### config.mk
export PLATFORM = sky130hd
export DESIGN_NAME = icy_metadata_stripper
export DESIGN_NICKNAME = d
export VERILOG_FILES = /design/src/icymd_pkg.sv /design/src/icymd_core.sv /design/src/icy_metadata_stripper.sv
export SDC_FILE = /design/constraint.sdc
export NUM_CORES = 1
export LEC_CHECK = 0
export BUFFER_PORTS_ARGS = -buffer_cell sky130_fd_sc_hd__clkbuf_2
export CAP_MARGIN = 30
export CORE_MARGIN = 1
export CORE_UTILIZATION = 52
export CTS_CLUSTER_DIAMETER = 150
export DETAILED_ROUTE_END_ITERATION = 7
export MAX_ROUTING_LAYER = met4
export PLACE_DENSITY_LB_ADDON = 0.25
export SLEW_MARGIN = 10
export SYNTH_ARGS = -nofsm -noshare
export SYNTH_HDL_FRONTEND = slang
export SYNTH_SLANG_ARGS = --single-unit
export TNS_END_PERCENT = 1
### constraint.sdc
create_clock -name clk -period 2.8 [get_ports clk]
set_input_delay 0.14 -clock clk [delete_from_list [all_inputs] [get_ports clk]]
set_output_delay 0.14 -clock clk [all_outputs]
set_load 0.005 [all_outputs]
### src/icymd_pkg.sv
`default_nettype none
package icymd_pkg;

  // Result phase codes
  localparam logic [2:0] CODE_HEADER = 3'd0;
  localparam logic [2:0] CODE_AUDIO  = 3'd1;
  localparam logic [2:0] CODE_LEN    = 3'd2;
  localparam logic [2:0] CODE_META   = 3'd3;
  localparam logic [2:0] CODE_ERROR  = 3'd4;

  localparam logic [7:0] CH_CR = 8'h0D;
  localparam logic [7:0] CH_LF = 8'h0A;

  localparam int HEADER_LIMIT_DEF = 16384;

  localparam int INTERVAL_W = 24;
  localparam int META_W     = 12;
  localparam int CFG_AW     = 2;
  localparam int CFG_DW     = 32;

  localparam logic [CFG_AW-1:0] ADDR_META_INTERVAL = '0;

  typedef struct packed {
    logic [7:0] data;
    logic       payload;
    logic [2:0] code;
    logic       hend;
  } icymd_res_t;

endpackage
`default_nettype wire

### src/icymd_core.sv
`default_nettype none
module icymd_core
  import icymd_pkg::*;
#(
  parameter int HEADER_LIMIT = HEADER_LIMIT_DEF
) (
  input  wire logic                  clk,
  input  wire logic                  rst_n,
  input  wire logic                  accept,
  input  wire logic [7:0]            in_byte,
  input  wire logic [INTERVAL_W-1:0] meta_interval,
  output icymd_res_t                 res
);

  localparam int HC_W = $clog2(HEADER_LIMIT + 1);

  typedef enum logic [1:0] {
    ST_HEADER,
    ST_AUDIO,
    ST_META,
    ST_ERROR
  } state_t;

  state_t                state_r, state_nxt;
  logic [2:0]            match_r, match_nxt;
  logic [HC_W-1:0]       hcount_r, hcount_nxt;
  logic [INTERVAL_W-1:0] audio_left_r, audio_left_nxt;
  logic [META_W-1:0]     meta_left_r, meta_left_nxt;

  logic [META_W-1:0]     meta_dec;

  always_comb begin
    state_nxt      = state_r;
    match_nxt      = match_r;
    hcount_nxt     = hcount_r;
    audio_left_nxt = audio_left_r;
    meta_left_nxt  = meta_left_r;
    meta_dec       = meta_left_r;
    res.data       = in_byte;
    res.payload    = 1'b0;
    res.code       = CODE_HEADER;
    res.hend       = 1'b0;

    case (state_r)
      ST_HEADER: begin
        if (in_byte == CH_CR && (match_r == 3'd0 || match_r == 3'd2)) begin
          match_nxt = match_r + 3'd1;
        end else if (in_byte == CH_LF && (match_r == 3'd1 || match_r == 3'd3)) begin
          match_nxt = match_r + 3'd1;
        end else begin
          match_nxt = 3'd0;
        end
        if (match_nxt == 3'd4) begin
          res.hend       = 1'b1;
          match_nxt      = 3'd0;
          state_nxt      = ST_AUDIO;
          audio_left_nxt = meta_interval;
        end else if (hcount_r >= HC_W'(HEADER_LIMIT)) begin
          res.code  = CODE_ERROR;
          state_nxt = ST_ERROR;
        end else begin
          hcount_nxt = hcount_r + 1'b1;
        end
      end
      ST_ERROR: begin
        res.code = CODE_ERROR;
      end
      ST_AUDIO, ST_META: begin
        if (meta_interval == '0) begin
          // stripping off: pass through, drop any block in progress
          res.code      = CODE_AUDIO;
          res.payload   = 1'b1;
          state_nxt     = ST_AUDIO;
          meta_left_nxt = '0;
        end else if (state_r == ST_AUDIO) begin
          if (audio_left_r == '0) begin
            res.code      = CODE_LEN;
            meta_left_nxt = {in_byte, 4'b0000};
            if (in_byte == 8'd0) begin
              audio_left_nxt = meta_interval;
            end else begin
              state_nxt = ST_META;
            end
          end else begin
            res.code       = CODE_AUDIO;
            res.payload    = 1'b1;
            audio_left_nxt = audio_left_r - 1'b1;
          end
        end else begin
          res.code = CODE_META;
          if (meta_left_r != '0) begin
            meta_dec = meta_left_r - 1'b1;
          end
          meta_left_nxt = meta_dec;
          if (meta_dec == '0) begin
            audio_left_nxt = meta_interval;
            state_nxt      = ST_AUDIO;
          end
        end
      end
      default: begin
        res.code = CODE_ERROR;
      end
    endcase
  end

  always_ff @(posedge clk) begin
    if (!rst_n) begin
      state_r      <= ST_HEADER;
      match_r      <= 3'd0;
      hcount_r     <= '0;
      audio_left_r <= '0;
      meta_left_r  <= '0;
    end else if (accept) begin
      state_r      <= state_nxt;
      match_r      <= match_nxt;
      hcount_r     <= hcount_nxt;
      audio_left_r <= audio_left_nxt;
      meta_left_r  <= meta_left_nxt;
    end
  end

endmodule
`default_nettype wire

### src/icy_metadata_stripper.sv
// The result of an accepted byte is registered into the output buffer: the main entry, or the skid entry if stalled.
// One byte per cycle while in_stall is low; the parser state updates on each accepted byte.
// A two-entry output buffer (result register plus skid) decouples the sides;
// in_stall rises only when both entries hold results.
// Reset (rst_n low, synchronous): header phase, all counters zero,
// meta_interval zero, output buffer empty.
`default_nettype none
module icy_metadata_stripper
  import icymd_pkg::*;
#(
  parameter int HEADER_LIMIT = HEADER_LIMIT_DEF
) (
  input  wire logic              clk,
  input  wire logic              rst_n,
  // input beats
  input  wire logic              in_valid,
  output logic                   in_stall,
  input  wire logic [7:0]        in_byte,
  // result beats
  output logic                   out_valid,
  input  wire logic              out_stall,
  output logic [7:0]             out_byte,
  output logic                   out_is_payload,
  output logic [2:0]             out_phase_code,
  output logic                   out_header_end,
  // APB config port
  input  wire logic              psel,
  input  wire logic              penable,
  input  wire logic              pwrite,
  input  wire logic [CFG_AW-1:0] paddr,
  input  wire logic [CFG_DW-1:0] pwdata,
  output logic [CFG_DW-1:0]      prdata,
  output logic                   pready
);

  // ---------------------------------------------------------------
  // Configuration register
  // ---------------------------------------------------------------
  logic [INTERVAL_W-1:0] meta_interval_r;

  assign pready = 1'b1;

  always_ff @(posedge clk) begin
    if (!rst_n) begin
      meta_interval_r <= '0;
    end else if (psel && penable && pwrite && paddr == ADDR_META_INTERVAL) begin
      meta_interval_r <= pwdata[INTERVAL_W-1:0];
    end
  end

  always_comb begin
    prdata = '0;
    if (paddr == ADDR_META_INTERVAL) begin
      prdata = CFG_DW'(meta_interval_r);
    end
  end

  // ---------------------------------------------------------------
  // Parser: state advances on every accepted beat
  // ---------------------------------------------------------------
  logic       accept;
  icymd_res_t res;

  assign accept = in_valid && !in_stall;

  icymd_core #(
    .HEADER_LIMIT (HEADER_LIMIT)
  ) u_core (
    .clk           (clk),
    .rst_n         (rst_n),
    .accept        (accept),
    .in_byte       (in_byte),
    .meta_interval (meta_interval_r),
    .res           (res)
  );

  // ---------------------------------------------------------------
  // Output buffer: main result register plus one skid entry.
  // Skid fills only when a beat arrives while the main entry is stalled.
  // ---------------------------------------------------------------
  logic       out_valid_r, out_valid_nxt;
  logic       skid_valid_r, skid_valid_nxt;
  icymd_res_t main_r, skid_r;
  logic       drain;
  logic       load_main_res, load_main_skid, load_skid;

  assign drain    = out_valid_r && !out_stall;
  assign in_stall = skid_valid_r;

  always_comb begin
    out_valid_nxt  = out_valid_r;
    skid_valid_nxt = skid_valid_r;
    load_main_res  = 1'b0;
    load_main_skid = 1'b0;
    load_skid      = 1'b0;
    if (!out_valid_r) begin
      if (accept) begin
        load_main_res = 1'b1;
        out_valid_nxt = 1'b1;
      end
    end else if (drain) begin
      if (skid_valid_r) begin
        load_main_skid = 1'b1;
        skid_valid_nxt = 1'b0;
      end else if (accept) begin
        load_main_res = 1'b1;
      end else begin
        out_valid_nxt = 1'b0;
      end
    end else if (accept) begin
      // main stalled, park the new result
      load_skid      = 1'b1;
      skid_valid_nxt = 1'b1;
    end
  end

  always_ff @(posedge clk) begin
    if (!rst_n) begin
      out_valid_r  <= 1'b0;
      skid_valid_r <= 1'b0;
    end else begin
      out_valid_r  <= out_valid_nxt;
      skid_valid_r <= skid_valid_nxt;
    end
  end

  always_ff @(posedge clk) begin
    if (load_main_res) begin
      main_r <= res;
    end else if (load_main_skid) begin
      main_r <= skid_r;
    end
    if (load_skid) begin
      skid_r <= res;
    end
  end

  assign out_valid      = out_valid_r;
  assign out_byte       = main_r.data;
  assign out_is_payload = main_r.payload;
  assign out_phase_code = main_r.code;
  assign out_header_end = main_r.hend;

endmodule
`default_nettype wire

* After elaboration in Yosys (flattened, before gate mapping)
Index checks and enable logic that the tools add are counted.
Word-level totals: register bits 108, input bits 49, output and inout port bits 48, logic and storage cells 124
Operators by class: $add $sub $neg 4, magnitude comparators 1, eq/ne operators 18, muxes and demuxes 54, bitwise operators 2, reduce and logical (&&, ||, !) cells 29
Operators with widths (number):
- 24-bit two-way mux | 7
- 12-bit two-way mux | 7
- 24-bit zero test | 2
- 24-bit one-hot mux with 2 select lines | 1
- 13-bit two-way mux | 2
- 24-bit by 1-bit subtractor with 24-bit output, second input constant | 1
- 3-bit two-way mux | 7
- 1-bit two-way mux | 19
- 8-bit by 4-bit == test with 1-bit output, second input constant | 2
- 2-bit two-way mux | 8
- 15-bit by 1-bit adder with 15-bit output, second input constant | 1
- 15-bit greater-or-equal comparator, second input constant | 1
- 12-bit zero test | 1
- 6-bit AND reduction | 2
- 12-bit nonzero test | 1
- 12-bit by 1-bit subtractor with 12-bit output, second input constant | 1
- 3-bit one-hot mux with 3 select lines | 1
- 8-bit zero test | 1
- 4-bit by 3-bit inequality test with 1-bit output, second input constant | 2
- 1-bit logical AND | 7
- 3-bit by 2-bit == test with 1-bit output, second input constant | 2
- 3-bit by 1-bit inequality test with 1-bit output, second input constant | 2
- 2-bit nonzero test | 3
- 2-bit == test, second input constant | 2
- other kinds (20) | 25

* Logic depth before layout (Yosys ltp)
word-level depth 10, gate-level depth with buffers 13, mapped depth without buffers 9

* Modules after synthesis
A second synthesis with hierarchy kept.
Unflattened totals: cell total of the unflattened synthesis 701, area, all modules 6012.0 um^2
By module, submodules not included:
- icymd_core | times used 1, cells an instance 502, area each 3721.1 um^2, seq. area each 1121.1 um^2
- icy_metadata_stripper | times used 1, cells an instance 199, area each 2290.9 um^2, seq. area each 1301.2 um^2

* Worst setup path after synthesis
No wires, ideal clock.
kind register -> register, start point register u_core.meta_left_r[0], end point register u_core.audio_left_r[3], setup time 0.131 ns, arrival time 2.547 ns, data required time 2.669 ns, path slack 0.122 ns, cell stages (with the launch flop) 11, buffers on the path 1, period minus slack after synthesis 2.678 ns, cell sequence dfxtp_1 -> inv_1 -> ha_1 -> or4b_1 -> nor3_4 -> nor3_1 -> a2111oi_2 -> a31oi_1 -> buf_2 -> o311ai_1 -> o31ai_1
On the way: word-level cells in the longest chain between the ends 8, elaborated cells on any way between the ends 9, those cells by class 1 x add/sub; 1 x eq/ne; 4 x mux; 3 x reduce/logical
RTL lines:
- start: declaration | line icymd_core.sv:28 | logic [META_W-1:0] meta_left_r, meta_left_nxt;
- start signal: assignment | line icymd_core.sv:119 | meta_left_r <= meta_left_nxt;
- 12-bit by 1-bit subtractor with 12-bit output / 12-bit nonzero test (equally long branches) | line icymd_core.sv:92, icymd_core.sv:91
- 12-bit two-way mux * | line icymd_core.sv:91 | if (meta_left_r != '0) begin
- 12-bit two-way mux * | line icymd_core.sv:75 | end else if (state_r == ST_AUDIO) begin
- 12-bit two-way mux * | line icymd_core.sv:69 | if (meta_interval == '0) begin
- 12-bit two-way mux * | line icymd_core.sv:44 | case (state_r)
- 12-bit zero test * | line icymd_core.sv:95 | if (meta_dec == '0) begin
- 3-bit by 1-bit inequality test with 1-bit output (no line) *
- 6-bit AND reduction (no line) *
- end signal: assignment | line icymd_core.sv:118 | audio_left_r <= audio_left_nxt;
- end: declaration | line icymd_core.sv:27 | logic [INTERVAL_W-1:0] audio_left_r, audio_left_nxt;
Mark *: on every way between the ends. The rest lies on a longest branch, timed or not. The select of a mux whose other input is x is not followed. A chain may end at the register's enable or synchronous reset.

* Worst setup path in the final report
start point register u_core.meta_left_r[1], end point register u_core.audio_left_r[12]
The elaborated chain is that of the path after synthesis.

==> impl_metrics.csv <==
group,metric,value,unit
sta,finalClockSkew,0.00869,ns
clock_network,clk_pin_slew_worst_paths,0.07,ns
floorplan,coreArea,11400,um^2
global_routing,grt_pass1_vias,5249,
floorplan,die_area,12100,um^2
setup_path,cp-end-kind,"flip-flop",
placed_design,place_area,6900,um^2
synthesis,yosysTopAreaCellShare,0.270,
synthesis,yosys_warnings,0,
synthesis,synth_compound_area_frac,0.177,
detailed_routing,drcViolationCount,0,
finish,fillers,958,
placed_design,dp_hpwl,11.3,mm
finish,layout-drive-gt1-share,0.253,
floorplan,rows,39,
placed_design,gp_congestion,0.909,
finish,antenna_cells,0,
synthesis,yosys.area.top_type,"dfxtp_1",
sta,hold_violations,0,
setup_path,crit_buf_inv,3,
detailed_routing,drtPass1Iterations,5,
synthesis,ys_seq_area_frac,0.399,
setup_path,max_stage_delay,0.50,ns
sta,min_period,2.79,ns
sta,fin_tns_setup,0,ns
sta,fmax,358,MHz
synthesis,synth_most_common_cell,"nand2_1",
pwr,total_power,3.13,mW
synthesis,synth-simple-area-share,0.283,
sta,worstMarginPinSlew,0.747,ns
synthesis,synth-edff-count,26,
synthesis,synth_ff_type,"dfxtp_1",
clock_network,clk-insertion-delay-late,0.36,ns
synthesis,ys_top_cells_by_area,"dfxtp_1 (27%), edfxtp_1 (13%), nand2_1 (6.7%), nor2_1 (5.0%), a21oi_1 (3.7%)",
global_routing,antenna_found_initial,0,
finish,seqCellArea,2430,um^2
detailed_routing,dr.first_iter.drc_count,514,
global_routing,track_usage,0.272,
floorplan,fp.dieH,110,um
clock_network,cts_sinks,108,
pwr,power.density,417,nW/um^2
synthesis,synthCells,734,
setup_path,critPathLaunchType,"flip-flop",
setup_path,crit_slowest_cell,"or4b_4",
synthesis,synth_common_cells,"nand2_1 (108), dfxtp_1 (82), nor2_1 (81), a21oi_1 (45)",
finish,area_delta_synth_final,23.4,%
sta,slew_headroom,0.502,
hold_path,hp-class,"input port to flip-flop",
synthesis,synth_top_family_by_area,"simple AND/OR/NAND/NOR gates",
setup_path,worstPathArrival,3.09,ns
finish,postLayoutCoreUtil,0.657,
sta,rsz0062_at_grt,"true",
global_routing,grt_pass1_wl,25.1,mm
synthesis,synth_cell_types,73,
detailed_routing,ant_nets,0,
synthesis,synth-seq-cells,108,
finish,multi_input_area,3500,um^2
synthesis,synthXorXnorAreaFrac,0.0144,
global_routing,grt_overflow,0,
sta,setup_violations,0,
detailed_routing,vias,5827,
detailed_routing,via_per_inst,5.84,
placed_design,port_buffers,79,
clock_network,clockRootBuffer,"clkbuf_16",
pwr,vdd_ir_drop_max,0.000446,V
clock_network,cts_htree_levels,3,
synthesis,async_flop_share,0,
sta,fin_crit_sh,0.998,
floorplan,start_util,0.532,
pwr,leakage,3.02,nW
synthesis,synth.mux.area_fraction,0.0527,
floorplan,dieWidth,110,um
finish,fin_area,7500,um^2
setup_path,path_max_fanout,7,
floorplan,ios,97,
synthesis,synth_fa_ha_area_frac,0.0185,
setup_path,criticalPathCategory,"flip-flop to flip-flop",
clock_network,cts_tree,"done",
setup_path,critPathTopFamily,"simple AND/OR/NAND/NOR gates",
setup_path,path_cells,"inv_2, ha_4, or4b_4, nor3_4, nor3_2, a2111oi_4, a31oi_4, buf_12, buf_6, mux2_4, nand2_1",
run_status,outcome,"completed",
detailed_routing,wl_per_cell,16.2,um
synthesis,synth.cell_area,6080,um^2
setup_path,crit_required,3.10,ns
finish,layout.nets,907,
flow_run,cap_violations,0,
synthesis,avgSynthCellArea,8.28,um^2
global_routing,grt_max_degree,33,
detailed_routing,drt_wl_total,16.1,mm
sta,drv_slew,0,
clock_network,cts_buffers,9,
clock_network,cts_buffer_depth,2,
==> power by group <==
part | internal, mW | total [mW] | switching (mW) | leakage, nW
Clock | 0.698 | 1.29 | 0.590 | 0.136
Combinational | 0.0822 | 0.196 | 0.113 | 1.97
Sequential | 1.63 | 1.64 | 0.0155 | 0.911
Total | 2.41 | 3.13 | 0.719 | 3.02
==> state kept, by name (all words and copies together), names as in the netlist <==
name / flops
u_core.meta_left_r: 12
out_valid: 1
out_byte: 8
out_phase_code: 3
u_core.audio_left_r: 24
in_stall: 1
u_core.match_r: 3
out_is_payload: 1
meta_interval_r: 24
out_header_end: 1
u_core.state_r: 2
u_core.hcount_r: 15
skid_r: 13
==> layout by cell type (no fill, tap or decap), types with 9 or more instances in the layout <==
| cell type | netlist | layout |
|---|---|---|
| clkbuf_2 | 0 | 79 |
| nand3_1 | 16 | 16 |
| or3_1 | 11 | 11 |
| inv_1 | 19 | 16 |
| nor3_1 | 29 | 27 |
| edfxtp_1 | 26 | 26 |
| nor4_1 | 18 | 16 |
| buf_4 | 11 | 57 |
| conb_1 | 2 | 9 |
| dfxtp_1 | 82 | 79 |
| clkbuf_16 | 0 | 11 |
| nor2_1 | 81 | 79 |
| and2_1 | 29 | 29 |
| o21ai_0 | 25 | 23 |
| mux2_2 | 20 | 19 |
| nand2_1 | 108 | 108 |
| a21oi_1 | 45 | 45 |
==> tightest hold or removal path, cell delays in order <==
cell and delay, ns:
clkbuf_2 0.08, nand2_1 0.05, a21oi_1 0.05
==> layer usage <==
metal	track usage	vias to the layer above	share of wire
met2	0.446	194	0.49
met1	0.343	2763	0.44
met4	0.0771	0	0.010
met3	0.0529	16	0.059
li1	-	2854	-
met5	-	-	0
==> worst paths after layout <==
| kind | start | to | slack, ns | cells after the start |
|---|---|---|---|---|
| max | u_core.meta_left_r[1] | u_core.audio_left_r[12] | 0.006 | 11 |
| max reg2reg | u_core.meta_left_r[1] | u_core.audio_left_r[12] | 0.006 | 11 |
| min | pwdata[8] | meta_interval_r[8] | 0.006 | 3 |
| min reg2reg | u_core.hcount_r[6] | u_core.hcount_r[6] | 0.49 | 2 |
==> logic make-up (layout without fill, tap and decap cells) <==
logic type | after synthesis | after routing
flip-flops | 108 | 108
adder cells (fa/ha/maj) | 9 | 9
XOR/XNOR | 10 | 10
AND/OR/NAND/NOR | 346 | 346
other | 2 | 9
AO/OA/AOI/OAI | 158 | 158
multiplexers | 29 | 29
buffers and inverters | 72 | 185
==> area by class of cell <==
cell class	count	area share
clock buffers	11	0.0310
clock inverters	5	0.00834
inverters	19	0.00984
multi-input cells	561	0.466
flip-flops and latches	108	0.324
well taps	143	0.0239
repair buffers	150	0.137
==> stage by stage <==
| step | cells | hold slack, ns | setup WS [ns] |
|---|---|---|---|
| after global placement | 969 | 0.364 | 0.0165 |
| after CTS | 993 | 0.000788 | 0.0102 |
| after floorplan | 741 | 0.239 | 0.122 |
| final | 997 | 0.00632 | 0.00616 |
| after detailed placement | 969 | 0.367 | -0.154 |
| after global routing | 997 | 0.0119 | -0.0630 |
==> timing repair <==
item	in CTS	in global routing
resized for setup	4	29
endpoints found under the setup margin	25	26
setup buffers	1	2
pin swaps	1	11
endpoints found under the hold margin	7	0
hold buffers	7	0
cloned	0	2
Power figures use the tool's default switching activity.
